### src/rtl/cmsk_pkg.sv
`timescale 1ns / 1ps
// ----------------------------------------------------------------------------
// cmsk_pkg
// Shared constants and types for the conservative count-min sketch.
// ----------------------------------------------------------------------------
package cmsk_pkg;

  localparam int MAX_ROWS     = 8;
  localparam int MAX_COLUMNS  = 4096;
  localparam int COUNTER_BITS = 32;

  // Fixed field widths
  localparam int HASH_W  = 32;
  localparam int OUT_W   = 32;
  localparam int ROWS_W  = 4;
  localparam int COLS_W  = 13;
  localparam int CFG_IDX_W  = 2;
  localparam int CFG_DATA_W = 16;

  localparam int ROWS_RESET = 8;
  localparam int COLS_RESET = 4096;

  // Register indexes
  localparam logic [CFG_IDX_W-1:0] REG_ROWS    = CFG_IDX_W'(0);
  localparam logic [CFG_IDX_W-1:0] REG_COLUMNS = CFG_IDX_W'(1);

  // Counter table geometry: address is {row, column}
  localparam int ROW_BITS  = (MAX_ROWS > 1) ? $clog2(MAX_ROWS) : 1;
  localparam int COL_BITS  = (MAX_COLUMNS > 1) ? $clog2(MAX_COLUMNS) : 1;
  localparam int ADDR_BITS = ROW_BITS + COL_BITS;
  localparam int TBL_DEPTH = MAX_ROWS * (1 << COL_BITS);
  localparam int RCNT_W    = $clog2(MAX_ROWS + 1);

  // Remainder unit: bits of dividend consumed per cycle
  localparam int MOD_STEP   = 8;
  localparam int MOD_CYCLES = HASH_W / MOD_STEP;
  localparam int MOD_CNT_W  = (MOD_CYCLES > 1) ? $clog2(MOD_CYCLES) : 1;

  typedef logic [COUNTER_BITS-1:0] ctr_t;

  typedef struct packed {
    logic              start;
    logic [HASH_W-1:0] dividend;
    logic [COLS_W-1:0] divisor;
  } mod_req_t;

  typedef struct packed {
    logic              done;
    logic [COLS_W-1:0] rem;
  } mod_rsp_t;

endpackage

### src/rtl/cmsk_mod.sv
`timescale 1ns / 1ps
// ----------------------------------------------------------------------------
// cmsk_mod
// Iterative remainder unit: 32-bit dividend mod 13-bit divisor,
// restoring steps, MOD_STEP bits per cycle.
// ----------------------------------------------------------------------------
module cmsk_mod (
  input  logic               clk,
  input  logic               rst_n,
  input  cmsk_pkg::mod_req_t req,
  output cmsk_pkg::mod_rsp_t rsp
);
  import cmsk_pkg::*;

  logic                 busy_r;
  logic                 done_r;
  logic [MOD_CNT_W-1:0] cnt_r;
  logic [HASH_W-1:0]    dvd_r;
  logic [COLS_W-1:0]    dsr_r;
  logic [COLS_W-1:0]    rem_r;
  logic [COLS_W-1:0]    rem_nxt;

  always_comb begin
    logic [COLS_W:0] t;
    rem_nxt = rem_r;
    for (int i = 0; i < MOD_STEP; i++) begin
      t = {rem_nxt, dvd_r[HASH_W-1-i]};
      if (t >= {1'b0, dsr_r}) begin
        t = t - {1'b0, dsr_r};
      end
      // remainder stays below the divisor, so the top bit is clear
      rem_nxt = t[COLS_W-1:0];
    end
  end

  always_ff @(posedge clk) begin
    if (!rst_n) begin
      busy_r <= 1'b0;
      done_r <= 1'b0;
      cnt_r  <= '0;
    end else begin
      done_r <= 1'b0;
      if (req.start) begin
        busy_r <= 1'b1;
        cnt_r  <= '0;
      end else if (busy_r) begin
        cnt_r <= cnt_r + MOD_CNT_W'(1);
        if (cnt_r == MOD_CNT_W'(MOD_CYCLES - 1)) begin
          busy_r <= 1'b0;
          done_r <= 1'b1;
        end
      end
    end
  end

  always_ff @(posedge clk) begin
    if (req.start) begin
      dvd_r <= req.dividend;
      dsr_r <= req.divisor;
      rem_r <= '0;
    end else if (busy_r) begin
      dvd_r <= dvd_r << MOD_STEP;
      rem_r <= rem_nxt;
    end
  end

  assign rsp.done = done_r;
  assign rsp.rem  = rem_r;

endmodule
### config.mk
export PLATFORM = sky130hd
export DESIGN_NAME = cmsk_mod
export DESIGN_NICKNAME = d
export VERILOG_FILES = /design/src/rtl/cmsk_pkg.sv /design/src/rtl/cmsk_mod.sv
export SDC_FILE = /design/constraint.sdc
export NUM_CORES = 1
export LEC_CHECK = 0
export BUFFER_PORTS_ARGS = -buffer_cell sky130_fd_sc_hd__buf_2
export CORE_ASPECT_RATIO = 1.25
export CORE_MARGIN = 4
export CORE_UTILIZATION = 40
export CTS_BUF_LIST = sky130_fd_sc_hd__clkbuf_8
export CTS_CLUSTER_SIZE = 30
export DETAILED_ROUTE_END_ITERATION = 10
export GPL_TIMING_DRIVEN = 0
export HOLD_SLACK_MARGIN = 0.12
export PLACE_DENSITY_LB_ADDON = 0.25
export SLEW_MARGIN = 15
export SYNTH_ARGS = -nofsm -noshare
export SYNTH_HDL_FRONTEND = slang
export SYNTH_SLANG_ARGS = --single-unit
### constraint.sdc
create_clock -name clk -period 20.2 [get_ports clk]
set_input_delay 2.02 -clock clk [delete_from_list [all_inputs] [get_ports clk]]
set_output_delay 2.02 -clock clk [all_outputs]
set_load 0.05 [all_outputs]
# Word-level counts from Yosys, hierarchy flattened

Cells that the tools add are included.

Add/sub/neg operators: 9
Mux-type cells: 14
Multiply operators: 0
$lt $le $gt $ge: 8
Divide/modulo/power cells: 0
Shifts and indexed selects: 0
Bitwise gates (word level): 2
Reduce and logical (&&, ||, !) cells: 3
Equality and inequality tests: 1

Operators by type and width:

| operator                                     | number |
|---|---|
| >= comparator 14 x 13 -> 1 bit               | 8 |
| 2-to-1 mux 13 bit                            | 8 |
| subtractor 13 bit                            | 8 |
| 2-to-1 mux 32 bit                            | 2 |
| 2-to-1 mux 1 bit                             | 4 |
| OR reduction 3 bit                           | 1 |
| adder 2 x 1 -> 2 bit (second input constant) | 1 |
| == test 2 bit (second input constant)        | 1 |
| inverter 1 bit                               | 2 |
| nonzero test 2 bit                           | 1 |
| OR reduction 2 bit                           | 1 |

RAM bits: 0
Memory bits (read-only): 0
Logic and storage cells: 43
Output and inout port bits: 14
Memories: 0
Bits in latches: 0
Flip-flop bits (word level): 62

# Depth between registers and ports, before layout

Word-level depth: 16
Mapped depth: 98
Gate-level depth less buffers: 91

# Worst setup path before layout

Ideal clock, no wire load.

Path type: register to register
From: reg rem_r[0]
To: reg rem_r[0]
Setup time: 86 ps
Period minus slack after synthesis: 19058 ps
Data arrival time: 18972 ps
Cell stages (with the launch flop): 90
Buffers on the path: 7
Path slack: 1142 ps
Cells stage by stage: dfxtp_1 > inv_1 > fa_1 > nand2b_1 > a21oi_1 > o211ai_1 > nand3_2 > buf_2 > mux2_1 > ha_1 > nand4_1 > a211oi_2 > nor2_1 > o21a_1 > o311a_4 > buf_6 > mux2_2 > fa_1 > [54 not listed] > a21o_4 > buf_2 > a221o_1 > ha_1 > nor2b_1 > o21ai_0 > a21boi_0 > o21ai_0 > nand2b_1 > a21o_1 > a21o_1 > a21o_1 > a21o_1 > a221o_1 > nor3_1 > mux2i_4 > mux2_1 > a211oi_1

Word-level cells in the longest chain between the ends: 16
Elaborated cells between the ends (all ways): 23
Those cells by class: add/sub: 7; order compare: 8; mux: 8

RTL lines:

| element                                                                    | RTL line                       | source |
|---|---|---|
| start: declaration                                                         | cmsk_mod.sv:20                 | `logic [COLS_W-1:0] rem_r;` |
| start signal: assignment                                                   | cmsk_mod.sv:63                 | `rem_r <= rem_nxt;` |
| subtractor 13 bit / >= comparator 14 x 13 -> 1 bit (equally long branches) | cmsk_mod.sv:29, cmsk_mod.sv:28 |  |
| 2-to-1 mux 13 bit (*)                                                      | cmsk_mod.sv:28                 | `if (t >= {1'b0, dsr_r}) begin` |
| subtractor 13 bit / >= comparator 14 x 13 -> 1 bit (equally long branches) | cmsk_mod.sv:29, cmsk_mod.sv:28 |  |
| 2-to-1 mux 13 bit (*)                                                      | cmsk_mod.sv:28                 |  |
| subtractor 13 bit / >= comparator 14 x 13 -> 1 bit (equally long branches) | cmsk_mod.sv:29, cmsk_mod.sv:28 |  |
| 2-to-1 mux 13 bit (*)                                                      | cmsk_mod.sv:28                 |  |
| subtractor 13 bit / >= comparator 14 x 13 -> 1 bit (equally long branches) | cmsk_mod.sv:29, cmsk_mod.sv:28 |  |
| 2-to-1 mux 13 bit (*)                                                      | cmsk_mod.sv:28                 |  |
| subtractor 13 bit / >= comparator 14 x 13 -> 1 bit (equally long branches) | cmsk_mod.sv:29, cmsk_mod.sv:28 |  |
| 2-to-1 mux 13 bit (*)                                                      | cmsk_mod.sv:28                 |  |
| subtractor 13 bit / >= comparator 14 x 13 -> 1 bit (equally long branches) | cmsk_mod.sv:29, cmsk_mod.sv:28 |  |
| 2-to-1 mux 13 bit (*)                                                      | cmsk_mod.sv:28                 |  |
| subtractor 13 bit / >= comparator 14 x 13 -> 1 bit (equally long branches) | cmsk_mod.sv:29, cmsk_mod.sv:28 |  |
| 2-to-1 mux 13 bit (*)                                                      | cmsk_mod.sv:28                 |  |
| >= comparator 14 x 13 -> 1 bit (*)                                         | cmsk_mod.sv:28                 |  |
| 2-to-1 mux 13 bit (*)                                                      | cmsk_mod.sv:28                 |  |

Mark *: on every way between the ends. The rest lies on a longest branch, timed or not.
A chain may end at the register's enable or synchronous reset.

# Worst setup path in the final report

From: reg dsr_r[0]
To: reg rem_r[6]

Word-level cells in the longest chain between the ends: 16
Elaborated cells between the ends (all ways): 24
Those cells by class: add/sub: 8; order compare: 8; mux: 8

RTL lines:

| element                                                                    | RTL line                       | source |
|---|---|---|
| start: declaration                                                         | cmsk_mod.sv:19                 | `logic [COLS_W-1:0] dsr_r;` |
| start signal: assignment                                                   | cmsk_mod.sv:59                 | `dsr_r <= req.divisor;` |
| subtractor 13 bit / >= comparator 14 x 13 -> 1 bit (equally long branches) | cmsk_mod.sv:29, cmsk_mod.sv:28 |  |
| 2-to-1 mux 13 bit                                                          | cmsk_mod.sv:28                 |  |
| subtractor 13 bit / >= comparator 14 x 13 -> 1 bit (equally long branches) | cmsk_mod.sv:29, cmsk_mod.sv:28 |  |
| 2-to-1 mux 13 bit                                                          | cmsk_mod.sv:28                 |  |
| subtractor 13 bit / >= comparator 14 x 13 -> 1 bit (equally long branches) | cmsk_mod.sv:29, cmsk_mod.sv:28 |  |
| 2-to-1 mux 13 bit                                                          | cmsk_mod.sv:28                 |  |
| subtractor 13 bit / >= comparator 14 x 13 -> 1 bit (equally long branches) | cmsk_mod.sv:29, cmsk_mod.sv:28 |  |
| 2-to-1 mux 13 bit                                                          | cmsk_mod.sv:28                 |  |
| subtractor 13 bit / >= comparator 14 x 13 -> 1 bit (equally long branches) | cmsk_mod.sv:29, cmsk_mod.sv:28 |  |
| 2-to-1 mux 13 bit                                                          | cmsk_mod.sv:28                 |  |
| subtractor 13 bit / >= comparator 14 x 13 -> 1 bit (equally long branches) | cmsk_mod.sv:29, cmsk_mod.sv:28 |  |
| 2-to-1 mux 13 bit                                                          | cmsk_mod.sv:28                 |  |
| >= comparator 14 x 13 -> 1 bit / subtractor 13 bit (equally long branches) | cmsk_mod.sv:28, cmsk_mod.sv:29 |  |
| 2-to-1 mux 13 bit                                                          | cmsk_mod.sv:28                 |  |
| subtractor 13 bit / >= comparator 14 x 13 -> 1 bit (equally long branches) | cmsk_mod.sv:29, cmsk_mod.sv:28 |  |
| 2-to-1 mux 13 bit (*)                                                      | cmsk_mod.sv:28                 |  |

Marks and branches as above.

==> impl_metrics.toml <==
[run_status]
status = "finished, final reports clean"

[worst_setup_path]
timing.rr.end = "rem_r[6]"
cp_max_fo = 10
reg2reg_from = "dsr_r[0]"
path_common_cell = "a21o_1"
critPathMaxStageDelay_ns = 0.61
cpMaxStageDelayCell = "a2111oi_0"
r2r_slack_ns = 0.76
required_ns = 20.42
reg2regPathDepth = 90
start_kind = "register"
worstPathArrival_ns = 19.66
worst_setup_path_end_kind = "register"
criticalPathCategory = "reg2reg"

[route]
ant_nets = 0
initialDrtViolationCount = 402
route.detailed.drc = 0
drt-total-wl_mm = 25.51
firstDrtPassIters = 4
viasPerCell = 5.643
vias = 7500
wl_per_cell_um = 19.20

[clock_network]
cts_tree = "built"
cts_root_buffer = "clkbuf_8"
clock-sinks = 62
cts.path.max_buffers = 2
worstSkewPairLatency_ns = 0.35
cts_max_level = 3
cts_buffers = 9
hold_buffers = 0
cts.clk_slew.worst_paths_ns = 0.07

[synthesis]
syn_area_per_cell_um2 = 8.885
syn_inst = 937
ys_ff_latch = 62
syn_area_um2 = 8325
ys_types = 76
ys_seq_area_frac = 0.2032
async_flop_share = 0
ys_warn_count = 0
ys.flop_type = "edfxtp_1"
syn_nets = 1098
synth_edf_count = 45

[final_layout]
stdcell_count = 1329
areaGrowthSynthToFinish_pct = 20.75
n_antenna_cell = 0
layout-drive-gt1-share = 0.2890
finalNetCount = 1215
fillers = 1955

[global_route]
grtUsageTotal = 0.2189
overflow = 0
grt_max_degree = 33
grt_pass1_wl_mm = 39.45
grt_pass1_vias = 7478
antenna_found_initial = 0

[timing]
slew_headroom = 0.5718
skew_ns = 0.006750
whs_ns = 0.5073
timing.fmax_mhz = 51.43
finalMaxSlewViolations = 0
worst_pin_slew_ns = 0.6261
fin_crit_sh = 0.9625
hold_viol = 0
finalCriticalPeriod_ns = 19.44
setup_viol = 0

[place]
placed_cells = 1268
dp_hpwl_mm = 18.63
gp_congestion = 0.9214
io_buffers = 61

[die]
die_area_um2 = 23200
die_w_um = 137.0
start_util = 0.4097
core-area_um2 = 20320
num_rows = 58
die_h_um = 169.3
io_pins = 62

[worst_hold_path]
min_delay_path_depth = 2
hold_path.startpoint = "cnt_r[1]"
hold_class = "reg2reg"
holdPathEnd = "cnt_r[1]"

[job]
drv_cap = 0
repair_timing:
item | in CTS | in global routing
setup endpoints to repair | 13 | 13
gates resized for setup | 58 | 56
pin swaps | 15 | 26
setup buffers | 28 | 18
state kept, by name (all words and copies together), names as in the netlist:
register	count
dvd_r	32
busy_r	1
rem_r	13
dsr_r	13
cnt_r	2
done_r	1
stage by stage:
step / setup WS (ns) / TNS, ns / util / instance area [µm²]
after global placement: -2.306 / -28.84 / 0.4414 / 8969
after floorplan: 1.142 / 0 / - / 8325
final: 0.7566 / 0 / 0.4948 / 10050
after global routing: -0.1337 / -1.074 / 0.4948 / 10050
after CTS: 0.02811 / 0 / 0.4762 / 9676
after detailed placement: -2.413 / -30.45 / 0.4414 / 8969
area by class of cell:
class	instances	area [µm²]	area share
Inverter	56	255.2	0.02539
Clock inverter	6	93.84	0.009334
Sequential cell	62	1692	0.1683
Tap cell	270	337.8	0.03360
Multi-Input combinational cell	798	6745	0.6709
Clock buffer	10	137.6	0.01369
Buffer	20	141.4	0.01406
Timing Repair Buffer	107	650.6	0.06472
layout by cell type (no fill, tap or decap), types with 7 or more instances in the layout:
cell	netlist	layout
a211oi_1	17	13
a21boi_0	12	9
a21o_1	31	31
a21oi_1	60	53
a21oi_2	0	7
and2_1	12	12
and4_1	10	9
buf_2	8	63
buf_4	1	49
clkbuf_1	8	7
clkbuf_8	0	10
clkinvlp_4	0	13
dfxtp_1	17	17
edfxtp_1	45	45
ha_1	105	86
ha_4	0	13
inv_1	56	43
mux2_2	62	66
mux2_4	8	8
mux2i_1	26	18
nand2_1	48	46
nand2b_1	16	16
nand3_1	12	12
nand4_1	19	19
nor2_1	85	81
nor2b_1	15	15
nor3_1	17	16
o211ai_1	8	8
o21a_1	18	18
o21ai_0	48	39
o21ai_1	6	8
o21ai_2	1	7
xnor2_1	43	43
xor2_1	26	26
worst max-delay path, delay by kind of cell, from the launching register on:
family	cells	cell delay [ns]
compound gates	46	9.35
fa+ha+maj	9	2.81
buf+inv	10	1.75
flops	1	0.45
mux	9	2.62
simple gates	16	2.30
synthesized netlist by cell type, drive strengths merged, types with 10 or more instances:
| master | n | area (µm²) |
|---|---|---|
| nor2 | 85 | 319.1 |
| mux2 | 78 | 908.4 |
| and4 | 10 | 87.58 |
| o21ai | 56 | 295.3 |
| nand2b | 16 | 100.1 |
| a21boi | 12 | 90.09 |
| a211oi | 18 | 140.1 |
| nand4 | 20 | 131.4 |
| and2 | 12 | 75.07 |
| nand2 | 48 | 180.2 |
| nor2b | 15 | 93.84 |
| o21a | 19 | 143.9 |
| nor3 | 17 | 85.08 |
| dfxtp | 17 | 340.3 |
| mux2i | 29 | 319.1 |
| xnor2 | 43 | 376.6 |
| inv | 56 | 210.2 |
| nand3 | 13 | 70.07 |
| a21oi | 60 | 300.3 |
| buf | 13 | 88.83 |
| ha | 105 | 1314 |
| a21o | 32 | 247.7 |
| edfxtp | 45 | 1351 |
| xor2 | 26 | 227.7 |
kinds of logic after synthesis:
family          share of synthesized area
simple gates                       0.1534
compound gates                     0.2068
fa+ha+maj                          0.1770
mux                                0.1474
buf+inv                           0.03952
xor+xnor                          0.07259
flops                              0.2032
metal layers:
metal,up-vias,GRT usage,wire [µm]
li1,3726,-,-
met1,3538,0.2494,10070
met2,180,0.4017,13220
met3,56,0.02372,785
met4,0,0.1059,1437
met5,-,0,0
how the worst max path moves through the flow:
stage / startpoint / end / slack, ns / cells past startpoint
detailed placement: dsr_r[1] / rem_r[5] / -2.41 / 91
global route: dsr_r[0] / rem_r[6] / -0.13 / 95
floorplan: rem_r[0] / rem_r[0] / 1.14 / 89
finish: dsr_r[0] / rem_r[6] / 0.76 / 90
CTS: dsr_r[0] / rem_r[4] / 0.03 / 92
global placement: dsr_r[1] / rem_r[6] / -2.31 / 91
Power is not shown: default switching activity piles up to over one toggle a cycle in this logic, so the estimate is an artifact.
